===== src/rtl/nsf_pkg.sv =====
// nsf_pkg: shared types, codes and a helper function for the NMEA sentence framer.
// Used by nsf_front, nsf_queue, nsf_back and nmea_sentence_framer; no dependencies.
`timescale 1ns / 1ps

package nsf_pkg;

    localparam int unsigned BYTE_W   = 8;
    localparam int unsigned SUM_W    = 7;
    localparam int unsigned FIDX_W   = 6;
    localparam int unsigned CFG_IDX_W = 8;

    localparam logic [CFG_IDX_W-1:0] CFG_START_A = 8'd0;
    localparam logic [CFG_IDX_W-1:0] CFG_START_B = 8'd1;

    localparam logic [BYTE_W-1:0] START_A_RST = 8'd36;
    localparam logic [BYTE_W-1:0] START_B_RST = 8'd33;

    localparam logic [BYTE_W-1:0] CH_LF    = 8'd10;
    localparam logic [BYTE_W-1:0] CH_CR    = 8'd13;
    localparam logic [BYTE_W-1:0] CH_TAB   = 8'd9;
    localparam logic [BYTE_W-1:0] CH_SPACE = 8'd32;
    localparam logic [BYTE_W-1:0] CH_COMMA = 8'd44;
    localparam logic [BYTE_W-1:0] CH_STAR  = 8'd42;
    localparam logic [BYTE_W-1:0] CH_UP_A  = 8'd65;
    localparam logic [BYTE_W-1:0] CH_UP_F  = 8'd70;
    localparam logic [BYTE_W-1:0] CH_ZERO  = 8'd48;
    localparam logic [BYTE_W-1:0] CH_HEX_OFS = 8'd87;
    localparam logic [BYTE_W-1:0] CASE_OFS = 8'd32;

    typedef enum logic [1:0] {
        PH_IDLE = 2'd0,
        PH_BODY = 2'd1,
        PH_CSUM = 2'd2
    } phase_t;

    typedef enum logic [1:0] {
        ST_OK        = 2'd0,
        ST_MISMATCH  = 2'd1,
        ST_NO_STAR   = 2'd2,
        ST_BAD_START = 2'd3
    } status_t;

    typedef struct packed {
        logic is_eol;
        logic is_comma;
        logic is_star;
        logic is_space;
        logic is_start;
    } cls_t;

    typedef struct packed {
        logic [BYTE_W-1:0] ch;
        logic [BYTE_W-1:0] lc;
        cls_t              cls;
    } qent_t;

    // lowercase ASCII hex digit for a nibble
    function automatic logic [BYTE_W-1:0] hex_lower(input logic [3:0] nib);
        logic [BYTE_W-1:0] r;
        if (nib < 4'd10)
            r = CH_ZERO + {4'd0, nib};
        else
            r = CH_HEX_OFS + {4'd0, nib};
        return r;
    endfunction

endpackage


===== src/rtl/nmea_sentence_framer.sv =====
// NMEA-0183 sentence framer and checksum checker, one byte per word.
// The byte is written to the queue at the accepting edge; the back end registers its result
// word when it pops the entry, which waits while an unaccepted result word is held.
// Throughput: one byte per cycle while out_ready is high or the output register is empty.
// Reset: sentence state idle, checksum and field count zero, queue and output empty,
// start characters '$' and '!'.
`timescale 1ns / 1ps

module nmea_sentence_framer #(
    parameter int unsigned MAX_FIELDS = 64
) (
    input  logic                          clk,
    input  logic                          rst_n,
    input  logic                          cfg_valid,
    output logic                          cfg_ready,
    input  logic [nsf_pkg::CFG_IDX_W-1:0] cfg_index,
    input  logic [nsf_pkg::BYTE_W-1:0]    cfg_data,
    input  logic                          in_valid,
    output logic                          in_ready,
    input  logic [nsf_pkg::BYTE_W-1:0]    byte_in,
    output logic                          out_valid,
    input  logic                          out_ready,
    output logic [nsf_pkg::BYTE_W-1:0]    char_out,
    output logic [nsf_pkg::FIDX_W-1:0]    field_index,
    output logic                          field_char,
    output logic                          field_end,
    output logic                          report,
    output logic [1:0]                    status,
    output logic [nsf_pkg::SUM_W-1:0]     sum_out
);

    nsf_pkg::qent_t front_ent;
    nsf_pkg::qent_t back_ent;
    logic           q_not_full;
    logic           q_not_empty;
    logic           q_pop;

    assign in_ready = q_not_full;

    nsf_front u_front (
        .clk       (clk),
        .rst_n     (rst_n),
        .cfg_valid (cfg_valid),
        .cfg_ready (cfg_ready),
        .cfg_index (cfg_index),
        .cfg_data  (cfg_data),
        .byte_in   (byte_in),
        .ent       (front_ent)
    );

    nsf_queue u_queue (
        .clk       (clk),
        .rst_n     (rst_n),
        .push      (in_valid && q_not_full),
        .push_ent  (front_ent),
        .not_full  (q_not_full),
        .pop       (q_pop),
        .not_empty (q_not_empty),
        .pop_ent   (back_ent)
    );

    nsf_back #(
        .MAX_FIELDS (MAX_FIELDS)
    ) u_back (
        .clk         (clk),
        .rst_n       (rst_n),
        .q_valid     (q_not_empty),
        .q_ent       (back_ent),
        .q_pop       (q_pop),
        .out_valid   (out_valid),
        .out_ready   (out_ready),
        .char_out    (char_out),
        .field_index (field_index),
        .field_char  (field_char),
        .field_end   (field_end),
        .report      (report),
        .status      (status),
        .sum_out     (sum_out)
    );

endmodule


===== src/rtl/nsf_front.sv =====
// nsf_front: holds the start-character registers and classifies each input byte.
// Depends on nsf_pkg.
`timescale 1ns / 1ps

module nsf_front (
    input  logic                          clk,
    input  logic                          rst_n,
    input  logic                          cfg_valid,
    output logic                          cfg_ready,
    input  logic [nsf_pkg::CFG_IDX_W-1:0] cfg_index,
    input  logic [nsf_pkg::BYTE_W-1:0]    cfg_data,
    input  logic [nsf_pkg::BYTE_W-1:0]    byte_in,
    output nsf_pkg::qent_t                ent
);

    logic [nsf_pkg::BYTE_W-1:0] start_a_reg;
    logic [nsf_pkg::BYTE_W-1:0] start_a_next;
    logic [nsf_pkg::BYTE_W-1:0] start_b_reg;
    logic [nsf_pkg::BYTE_W-1:0] start_b_next;

    assign cfg_ready = 1'b1;

    always_comb
    begin
        start_a_next = start_a_reg;
        start_b_next = start_b_reg;
        if (cfg_valid)
        begin
            if (cfg_index == nsf_pkg::CFG_START_A)
                start_a_next = cfg_data;
            else if (cfg_index == nsf_pkg::CFG_START_B)
                start_b_next = cfg_data;
        end
    end

    always_ff @(posedge clk or negedge rst_n)
    begin
        if (!rst_n)
        begin
            start_a_reg <= nsf_pkg::START_A_RST;
            start_b_reg <= nsf_pkg::START_B_RST;
        end
        else
        begin
            start_a_reg <= start_a_next;
            start_b_reg <= start_b_next;
        end
    end

    always_comb
    begin
        ent.ch           = byte_in;
        ent.cls.is_eol   = (byte_in == nsf_pkg::CH_LF) || (byte_in == nsf_pkg::CH_CR);
        ent.cls.is_comma = (byte_in == nsf_pkg::CH_COMMA);
        ent.cls.is_star  = (byte_in == nsf_pkg::CH_STAR);
        ent.cls.is_space = (byte_in == nsf_pkg::CH_SPACE)
                        || ((byte_in >= nsf_pkg::CH_TAB) && (byte_in <= nsf_pkg::CH_CR));
        ent.cls.is_start = (byte_in == start_a_reg) || (byte_in == start_b_reg);
        // fold 'A'..'F' only
        if ((byte_in >= nsf_pkg::CH_UP_A) && (byte_in <= nsf_pkg::CH_UP_F))
            ent.lc = byte_in + nsf_pkg::CASE_OFS;
        else
            ent.lc = byte_in;
    end

endmodule


===== src/rtl/nsf_queue.sv =====
// nsf_queue: two-entry queue of classified words between front and back.
// Depends on nsf_pkg.
`timescale 1ns / 1ps

module nsf_queue (
    input  logic           clk,
    input  logic           rst_n,
    input  logic           push,
    input  nsf_pkg::qent_t push_ent,
    output logic           not_full,
    input  logic           pop,
    output logic           not_empty,
    output nsf_pkg::qent_t pop_ent
);

    nsf_pkg::qent_t mem_reg [2];
    logic           wr_ptr_reg;
    logic           wr_ptr_next;
    logic           rd_ptr_reg;
    logic           rd_ptr_next;
    logic [1:0]     count_reg;
    logic [1:0]     count_next;

    assign not_full  = (count_reg != 2'd2);
    assign not_empty = (count_reg != 2'd0);
    assign pop_ent   = mem_reg[rd_ptr_reg];

    always_comb
    begin
        wr_ptr_next = push ? ~wr_ptr_reg : wr_ptr_reg;
        rd_ptr_next = pop ? ~rd_ptr_reg : rd_ptr_reg;
        count_next  = count_reg;
        if (push && !pop)
            count_next = count_reg + 2'd1;
        else if (pop && !push)
            count_next = count_reg - 2'd1;
    end

    always_ff @(posedge clk)
    begin
        if (push)
            mem_reg[wr_ptr_reg] <= push_ent;
    end

    always_ff @(posedge clk or negedge rst_n)
    begin
        if (!rst_n)
        begin
            wr_ptr_reg <= 1'b0;
            rd_ptr_reg <= 1'b0;
            count_reg  <= 2'd0;
        end
        else
        begin
            wr_ptr_reg <= wr_ptr_next;
            rd_ptr_reg <= rd_ptr_next;
            count_reg  <= count_next;
        end
    end

endmodule


===== src/rtl/nsf_back.sv =====
// nsf_back: sentence state machine, checksum and field tracking, output register.
// Depends on nsf_pkg.
`timescale 1ns / 1ps

module nsf_back #(
    parameter int unsigned MAX_FIELDS = 64
) (
    input  logic                       clk,
    input  logic                       rst_n,
    input  logic                       q_valid,
    input  nsf_pkg::qent_t             q_ent,
    output logic                       q_pop,
    output logic                       out_valid,
    input  logic                       out_ready,
    output logic [nsf_pkg::BYTE_W-1:0] char_out,
    output logic [nsf_pkg::FIDX_W-1:0] field_index,
    output logic                       field_char,
    output logic                       field_end,
    output logic                       report,
    output logic [1:0]                 status,
    output logic [nsf_pkg::SUM_W-1:0]  sum_out
);

    localparam int unsigned FIELD_LIMIT_I = (MAX_FIELDS - 1 > 63) ? 63 : MAX_FIELDS - 1;
    localparam logic [nsf_pkg::FIDX_W-1:0] FIELD_LIMIT = FIELD_LIMIT_I[nsf_pkg::FIDX_W-1:0];

    nsf_pkg::phase_t                phase_reg;
    nsf_pkg::phase_t                phase_next;
    logic [nsf_pkg::SUM_W-1:0]      running_sum_reg;
    logic [nsf_pkg::SUM_W-1:0]      running_sum_next;
    logic [nsf_pkg::FIDX_W-1:0]     field_count_reg;
    logic [nsf_pkg::FIDX_W-1:0]     field_count_next;
    logic                           star_seen_reg;
    logic                           star_seen_next;
    logic [1:0]                     digit_count_reg;
    logic [1:0]                     digit_count_next;
    logic                           digit_mismatch_reg;
    logic                           digit_mismatch_next;
    logic [nsf_pkg::SUM_W-1:0]      frozen_sum_reg;
    logic [nsf_pkg::SUM_W-1:0]      frozen_sum_next;

    logic                           out_valid_reg;
    logic                           out_valid_next;
    logic [nsf_pkg::BYTE_W-1:0]     char_reg;
    logic [nsf_pkg::FIDX_W-1:0]     fidx_reg;
    logic [nsf_pkg::FIDX_W-1:0]     fidx_next;
    logic                           fchar_reg;
    logic                           fchar_next;
    logic                           fend_reg;
    logic                           fend_next;
    logic                           rep_reg;
    logic                           rep_next;
    nsf_pkg::status_t               status_reg;
    nsf_pkg::status_t               status_next;
    logic [nsf_pkg::SUM_W-1:0]      sum_reg;
    logic [nsf_pkg::SUM_W-1:0]      sum_next;

    logic [nsf_pkg::SUM_W-1:0]      sum_body;
    logic [nsf_pkg::SUM_W-1:0]      sum_held;
    logic [nsf_pkg::BYTE_W-1:0]     expect_ch;
    logic                           digit_ok;

    assign q_pop    = q_valid && (!out_valid_reg || out_ready);
    assign sum_body = running_sum_reg ^ q_ent.ch[nsf_pkg::SUM_W-1:0];
    assign sum_held = star_seen_reg ? frozen_sum_reg : sum_body;

    always_comb
    begin
        expect_ch = '0;
        digit_ok  = 1'b0;
        if (digit_count_reg == 2'd0)
        begin
            expect_ch = nsf_pkg::hex_lower({1'b0, frozen_sum_reg[6:4]});
            digit_ok  = (q_ent.lc == expect_ch);
        end
        else if (digit_count_reg == 2'd1)
        begin
            expect_ch = nsf_pkg::hex_lower(frozen_sum_reg[3:0]);
            digit_ok  = (q_ent.lc == expect_ch);
        end
    end

    // next phase
    always_comb
    begin
        phase_next = phase_reg;
        if (q_pop)
        begin
            unique case (phase_reg)
                nsf_pkg::PH_IDLE:
                begin
                    if (!q_ent.cls.is_space && q_ent.cls.is_start)
                        phase_next = nsf_pkg::PH_BODY;
                end
                nsf_pkg::PH_BODY, nsf_pkg::PH_CSUM:
                begin
                    priority if (q_ent.cls.is_eol)
                        phase_next = nsf_pkg::PH_IDLE;
                    else if (q_ent.cls.is_comma)
                        phase_next = nsf_pkg::PH_BODY;
                    else if (phase_reg == nsf_pkg::PH_BODY && !star_seen_reg
                             && q_ent.cls.is_star)
                        phase_next = nsf_pkg::PH_CSUM;
                    else
                        phase_next = phase_reg;
                end
                default:
                    phase_next = nsf_pkg::PH_IDLE;
            endcase
        end
    end

    // datapath and result word
    always_comb
    begin
        running_sum_next    = running_sum_reg;
        field_count_next    = field_count_reg;
        star_seen_next      = star_seen_reg;
        digit_count_next    = digit_count_reg;
        digit_mismatch_next = digit_mismatch_reg;
        frozen_sum_next     = frozen_sum_reg;
        fidx_next           = '0;
        fchar_next          = 1'b0;
        fend_next           = 1'b0;
        rep_next            = 1'b0;
        status_next         = nsf_pkg::ST_OK;
        sum_next            = '0;
        if (q_pop)
        begin
            unique case (phase_reg)
                nsf_pkg::PH_IDLE:
                begin
                    priority if (q_ent.cls.is_space)
                    begin
                        // skip
                    end
                    else if (q_ent.cls.is_start)
                    begin
                        running_sum_next    = '0;
                        field_count_next    = '0;
                        star_seen_next      = 1'b0;
                        digit_count_next    = 2'd0;
                        digit_mismatch_next = 1'b0;
                        frozen_sum_next     = '0;
                    end
                    else
                    begin
                        rep_next    = 1'b1;
                        status_next = nsf_pkg::ST_BAD_START;
                    end
                end
                nsf_pkg::PH_BODY, nsf_pkg::PH_CSUM:
                begin
                    fidx_next = field_count_reg;
                    priority if (q_ent.cls.is_eol)
                    begin
                        fend_next = 1'b1;
                        rep_next  = 1'b1;
                        if (!star_seen_reg)
                            status_next = nsf_pkg::ST_NO_STAR;
                        else if (digit_count_reg == 2'd2 && !digit_mismatch_reg)
                            status_next = nsf_pkg::ST_OK;
                        else
                            status_next = nsf_pkg::ST_MISMATCH;
                        sum_next = star_seen_reg ? frozen_sum_reg : running_sum_reg;
                    end
                    else if (q_ent.cls.is_comma)
                    begin
                        if (!star_seen_reg)
                            running_sum_next = sum_body;
                        fend_next = 1'b1;
                        if (field_count_reg < FIELD_LIMIT)
                            field_count_next = field_count_reg + 6'd1;
                        sum_next = sum_held;
                    end
                    else if (phase_reg == nsf_pkg::PH_CSUM)
                    begin
                        if (!digit_ok)
                            digit_mismatch_next = 1'b1;
                        if (digit_count_reg != 2'd3)
                            digit_count_next = digit_count_reg + 2'd1;
                        sum_next = frozen_sum_reg;
                    end
                    else if (!star_seen_reg && q_ent.cls.is_star)
                    begin
                        // freeze the checksum
                        star_seen_next      = 1'b1;
                        frozen_sum_next     = running_sum_reg;
                        digit_count_next    = 2'd0;
                        digit_mismatch_next = 1'b0;
                        sum_next            = running_sum_reg;
                    end
                    else
                    begin
                        fchar_next = 1'b1;
                        if (!star_seen_reg)
                            running_sum_next = sum_body;
                        sum_next = sum_held;
                    end
                end
                default:
                begin
                end
            endcase
        end
    end

    always_comb
    begin
        if (q_pop)
            out_valid_next = 1'b1;
        else if (out_ready)
            out_valid_next = 1'b0;
        else
            out_valid_next = out_valid_reg;
    end

    always_ff @(posedge clk or negedge rst_n)
    begin
        if (!rst_n)
        begin
            phase_reg          <= nsf_pkg::PH_IDLE;
            running_sum_reg    <= '0;
            field_count_reg    <= '0;
            star_seen_reg      <= 1'b0;
            digit_count_reg    <= 2'd0;
            digit_mismatch_reg <= 1'b0;
            frozen_sum_reg     <= '0;
            out_valid_reg      <= 1'b0;
        end
        else
        begin
            phase_reg          <= phase_next;
            running_sum_reg    <= running_sum_next;
            field_count_reg    <= field_count_next;
            star_seen_reg      <= star_seen_next;
            digit_count_reg    <= digit_count_next;
            digit_mismatch_reg <= digit_mismatch_next;
            frozen_sum_reg     <= frozen_sum_next;
            out_valid_reg      <= out_valid_next;
        end
    end

    // result payload, loaded on pop
    always_ff @(posedge clk)
    begin
        if (q_pop)
        begin
            char_reg   <= q_ent.ch;
            fidx_reg   <= fidx_next;
            fchar_reg  <= fchar_next;
            fend_reg   <= fend_next;
            rep_reg    <= rep_next;
            status_reg <= status_next;
            sum_reg    <= sum_next;
        end
    end

    assign out_valid   = out_valid_reg;
    assign char_out    = char_reg;
    assign field_index = fidx_reg;
    assign field_char  = fchar_reg;
    assign field_end   = fend_reg;
    assign report      = rep_reg;
    assign status      = status_reg;
    assign sum_out     = sum_reg;

endmodule

===== config.mk =====
export PLATFORM = sky130hd
export DESIGN_NAME = nmea_sentence_framer
export DESIGN_NICKNAME = d
export VERILOG_FILES = /design/src/rtl/nsf_pkg.sv /design/src/rtl/nmea_sentence_framer.sv /design/src/rtl/nsf_front.sv /design/src/rtl/nsf_queue.sv /design/src/rtl/nsf_back.sv
export SDC_FILE = /design/constraint.sdc
export NUM_CORES = 1
export LEC_CHECK = 0
export BUFFER_PORTS_ARGS = -buffer_cell sky130_fd_sc_hd__buf_4
export CAP_MARGIN = 5
export CORE_MARGIN = 4
export CORE_UTILIZATION = 37
export CTS_CLUSTER_SIZE = 14
export DETAILED_ROUTE_END_ITERATION = 8
export PLACE_DENSITY_LB_ADDON = 0.05
export SKIP_LAST_GASP = 1
export SLEW_MARGIN = 25
export SYNTH_ARGS = -nofsm -noshare
export SYNTH_HDL_FRONTEND = slang
export SYNTH_HIERARCHICAL = 1
export SYNTH_SLANG_ARGS = --single-unit

===== constraint.sdc =====
create_clock -name clk -period 5.8 [get_ports clk]
set_clock_uncertainty 0.05 [all_clocks]
set_input_delay 0.29 -clock clk [delete_from_list [all_inputs] [get_ports clk]]
set_output_delay 0.29 -clock clk [all_outputs]
set_load 0.01 [all_outputs]

## Word level (Yosys, flattened, before mapping)

Memories as Yosys holds them, arrays and structs flattened.
Index checks and enable logic that the tools add are counted.

- Bitwise gates (word level): 5
- $lt $le $gt $ge: 7
- Reductions and logical operators: 38
- Equality and inequality tests: 31
- Muxes and demuxes: 78
- Add/sub/neg operators: 9

Operators by type and width:

| kind | number |
|---|---|
| 7-bit two-way mux | 17 |
| 8-bit two-way mux | 6 |
| 2-bit two-way mux | 17 |
| 8-bit == test | 4 |
| 6-bit two-way mux | 5 |
| 7-bit one-hot mux with 2 select lines | 2 |
| 8-bit by 6-bit == test with 1-bit output (second input constant) | 3 |
| 1-bit two-way mux | 24 |
| 8-bit AND reduction | 3 |
| 8-bit by 4-bit == test with 1-bit output (second input constant) | 2 |
| 2-bit != test (second input constant) | 7 |
| 7-bit AND reduction | 2 |
| 3-bit != test (second input constant) | 4 |
| 2-bit one-hot mux with 2 select lines | 3 |
| 6-bit one-hot mux with 2 select lines | 1 |
| 1-bit logical AND | 11 |
| 7-bit by 3-bit adder with 8-bit output (first input constant) | 1 |
| 7-bit by 4-bit adder with 8-bit output (first input constant) | 1 |
| 8-bit by 6-bit adder with 8-bit output (second input constant) | 1 |
| 8-bit by 1-bit == test with 1-bit output (second input constant) | 1 |
| 8-bit by 4-bit >= comparator with 1-bit output (second input constant) | 1 |
| 8-bit by 7-bit >= comparator with 1-bit output (second input constant) | 1 |
| 8-bit by 4-bit <= comparator with 1-bit output (second input constant) | 1 |
| 8-bit by 7-bit <= comparator with 1-bit output (second input constant) | 1 |
| other kinds (25) | 49 |

- Register bits: 73
- Input port bits: 29
- Bits in writable memories: 42
- Logic and storage cells: 189
- Output and inout bits: 29
- Memories kept: 1

Memories:

| name | words | width | rd ports | clocked after memory_dff | write ports | RTL line | source |
|---|---|---|---|---|---|---|---|
| u_queue.mem_reg | 2 | 21 | 1 | 0 | 1 | nsf_queue.sv:16 | `nsf_pkg::qent_t mem_reg [2];` |

## Depth between registers and ports, before layout

- Word-level depth: 12
- Depth in mapped cells: 9
- Mapped depth without buffers: 7

## Modules after synthesis

Netlist, hierarchy kept.

Modules (own cells, without submodules):

| module | cells each | times used | area each (µm²) | sequential area each (µm²) |
|---|---|---|---|---|
| nsf_back | 308 | 1 | 3,226.8 | 1,456.4 |
| nsf_queue | 81 | 1 | 1,709.1 | 1,361.3 |
| nsf_front | 101 | 1 | 1,159.9 | 405.4 |
| nmea_sentence_framer | 1 | 1 | 6.3 | 0.0 |

## Worst setup path before layout

OpenSTA, ideal clock, no wires.

- Kind: register to register
- Start point: register u_queue.count_reg[0]
- End point: memory u_queue/mem_reg[0][0] (netlist bit), enable pin
- Slack: 3.597 ns
- Arrival: 1.752 ns
- Setup time: 0.401 ns
- Cell stages (with the launch flop): 4
- Clock period less this slack: 2.203 ns
- Required time: 5.349 ns
- Path through: dfrtp_1 -> nand2b_1 -> and2_1 -> nor2b_1

- Cells in the longest elaborated chain, start to end: 4

RTL lines:

| what | RTL line | source |
|---|---|---|
| from (decl) | nsf_queue.sv:21 | `logic [1:0] count_reg;` |
| from (signal assigned) | nsf_queue.sv:57 | `count_reg <= count_next;` |
| 2-bit != test | nsf_queue.sv:24 | `assign not_full = (count_reg != 2'd2);` |
| via in_ready | nmea_sentence_framer.sv:19 | `output logic in_ready,` |
| 1-bit logical AND | nmea_sentence_framer.sv:54 | `.push (in_valid && q_not_full),` |
| 1-bit two-way mux | nsf_queue.sv:41 | `if (push)` |
| 1-bit two-way mux (not written as such) | nsf_queue.sv:42 | `mem_reg[wr_ptr_reg] <= push_ent;` |
| to (decl) | nsf_queue.sv:16 |  |

The timed path passes the listed nets, and every way through them passes these cells.

==> flow_summary.yaml <==
cells_and_area:
  layout_commonest_cell: "edfxtp_1"
  final_cells: 758
  largest_reg_flops: 42
  area_delta_synth_final_pct: 17.5
  drive_above_1_share: 0.292
  fillers: 1494
  nNetsFinal: 570
  final_cell_mix: "68 x edfxtp_1, 59 x buf_4, 43 x dfrtp_1"
  n_antenna_cell: 0
power_and_ir_drop:
  seq_power_share: 0.338
  combinationalPowerShare: 0.386
  powerDensity_mw_per_mm2: 555
  netSwitchingPower_mw: 1.45
  irDropWorstVdd_v: 0.000339
  p_clk_frac: 0.276
  p_leak_nw: 2.82
  p_sw_frac: 0.364
  internal-power_mw: 2.53
worst_setup_path:
  critPathKind: "reg2reg"
  worstPathRequired_ns: 5.92
  r2r-start: "u_queue/rd_ptr_reg"
  cp_slowest_cell: "o21ai_2"
  crit_chain: "buf_4, mux2_2, nor2b_4, o21ai_2, o21ai_0, o211a_1"
  cp-end-kind: "register"
  crit_buf_inv: 1
  critPathLaunch: "u_queue/rd_ptr_reg"
  reg2reg_slack_ns: 3.07
  startpoint_type: "register"
  crit_arrival_ns: 2.85
  path_delay_family: "compound AO/OA/AOI/OAI gates"
  r2r-end: "u_back/sum_out[1]"
  ff2ff_path_depth: 6
  path_max_fanout: 19
  cpPeakStageDelay_ns: 0.65
clocking:
  ctsResizeCount: 0
  path_clk_slew_ns: 0.06
  root_buffer: "clkbuf_16"
  cts.sinks: 115
  ctsLongestPathBuffers: 2
  cts_setup_buffers: 0
  htree_levels: 4
  hold_buffers: 1
  insertion_delay_ns: 0.41
  cts_tree: "built"
  numCtsBuffers: 17
synth:
  yosys_register_bits: 115
  syn_avg_cell_area_um2: 12.4
  synth_cells: 491
  netlist.area_leader.share: 0.335
  syn-num-nets: 532
  synth_area_leaders: "edfxtp_1 33%, dfrtp_1 18%, mux2_2 5.5%"
  synth_area_mm2: 0.00610
  synth_top_area_cell: "edfxtp_1"
  synth-edff-count: 68
  synth_warnings: 6
  async_flop_share: 0.409
  synthFlopType: "edfxtp_1"
  yosysSeqAreaShare: 0.528
  ys_types: 76
place:
  gp_congestion: 0.758
  port_buffers: 56
  placed_cells: 725
  hpwlAfterDp_um: 9680
timing:
  hold_slack_ns: 0.0586
  fin_crit_sh: 0.471
  min_period_ns: 2.73
  grt_setup_unrepaired: "false"
  setup_viol: 0
  final.setup.tns_ns: 0
  hold_viol: 0
  relSlewSlack: 0.354
  tightest_slew_ns: 0.969
  final_max_slew_viol_count: 0
  fmax_mhz: 366
drt:
  routedWlPerCell_um: 18.5
  wirelength_um: 14000
  drc_errors: 0
  ant_nets: 0
  vias_per_cell: 5.25
  drtIter0Drc: 280
  vias: 3978
  dr.pass1.iters: 5
global_routing:
  grt_overflow: 0
  grt_pass1_wl_um: 22800
  grt_max_degree: 48
  grt_pass1_vias: 4043
  track_usage: 0.163
  antenna_found_initial: 0
floorplanning:
  core_mm2: 0.0160
  num_io_pins: 58
  fp-row-count: 46
  die_w_um: 136
  fp.dieH_um: 136
  initial_core_util: 0.381
  die_area_mm2: 0.0186
hold_path:
  hold-path-endpoint: "u_front/start_b_reg[4]"
  hp-start: "cfg_data[4]"
  hold_path.class: "in2reg"
  hold-path-cell-count: 2
status:
  status: "completed"
job:
  drv_cap: 0
layout make-up:
type / instances / area [µm²] / area share
clock inverters: 13 / 184 / 0.0257
well taps: 216 / 270 / 0.0377
clock buffers: 19 / 433 / 0.0604
flip-flops and latches: 115 / 3220 / 0.450
repair buffers: 60 / 453 / 0.0632
inverters: 22 / 82.6 / 0.0115
multi-input cells: 313 / 2520 / 0.352
cell families after synthesis:
family                   synth area share
flip-flops                          0.528
AND/OR/NAND/NOR                     0.114
AO/OA/AOI/OAI                       0.137
buffers and inverters              0.0599
multiplexers                       0.0902
XOR/XNOR                           0.0459
adder cells (fa/ha/maj)            0.0246
other                            0.000615
worst reg2reg max path: stages, from the launching register on:
cell and delay [ns]:
dfrtp_1 0.40, buf_4 0.32, mux2_2 0.41, nor2b_4 0.17
o21ai_2 0.65, o21ai_0 0.24, o211a_1 0.25
worst max path at each step:
stage / cells after the start / to / slack [ns]
after floorplan: 3 / u_queue/mem_reg[0][0] / 3.60
after global placement: 6 / u_back/field_count_reg[0] / 3.10
after detailed placement: 6 / u_back/sum_out[5] / 3.11
after CTS: 6 / u_back/sum_out[5] / 3.07
after global routing: 8 / u_back/field_count_reg[5] / 2.82
final: 6 / u_back/sum_out[1] / 3.07
routing by layer:
| metal | vias to the layer above | part of all wire | GRT usage |
|---|---|---|---|
| met1 | 1970 | 0.46 | 0.222 |
| li1 | 1892 | - | - |
| met2 | 99 | 0.48 | 0.256 |
| met4 | 0 | 0.018 | 0.0638 |
| met5 | - | 0 | 0 |
| met3 | 17 | 0.040 | 0.0307 |
synthesized netlist by cell type, types with 5 or more instances:
library cell,instances
inv_1,21
nor2_1,7
ha_1,12
buf_4,16
a21oi_1,8
buf_6,8
and2_1,9
mux2_4,8
or3_1,5
o211ai_1,8
o211a_1,7
mux2_2,30
xor2_1,6
a31o_2,5
a21o_1,7
nand2b_1,6
nand2_1,31
edfxtp_1,68
nand4_1,7
dfrtp_1,43
a41o_1,7
clkbuf_1,9
nor3_1,11
o21ai_0,22
buf_2,6
mux2i_1,7
a31oi_1,10
xnor2_1,26
nand3_1,10
through the flow:
stage / setup slack [ns] / utilization / area [µm²] / total power [mW]
6_report: 3.07 / 0.448 / 7170 / 3.98
5_1_grt: 2.82 / 0.448 / 7170 / 4.25
4_1_cts: 3.07 / 0.448 / 7170 / 4.03
3_5_place_dp: 3.11 / 0.409 / 6540 / 2.91
3_3_place_gp: 3.10 / 0.408 / 6540 / 2.90
2_1_floorplan: 3.60 / - / 6100 / 2.46
power by group through the flow:
| stage | Combinational, mW | Sequential [mW] | Clock (mW) |
|---|---|---|---|
| 2_1_floorplan | 1.12 | 1.34 | 0 |
| 5_1_grt | 1.70 | 1.38 | 1.17 |
| 4_1_cts | 1.56 | 1.35 | 1.12 |
| 6_report | 1.54 | 1.35 | 1.10 |
| 3_3_place_gp | 1.54 | 1.36 | 0 |
| 3_5_place_dp | 1.55 | 1.36 | 0 |
No activity file was read; power rests on OpenSTA's default activity.
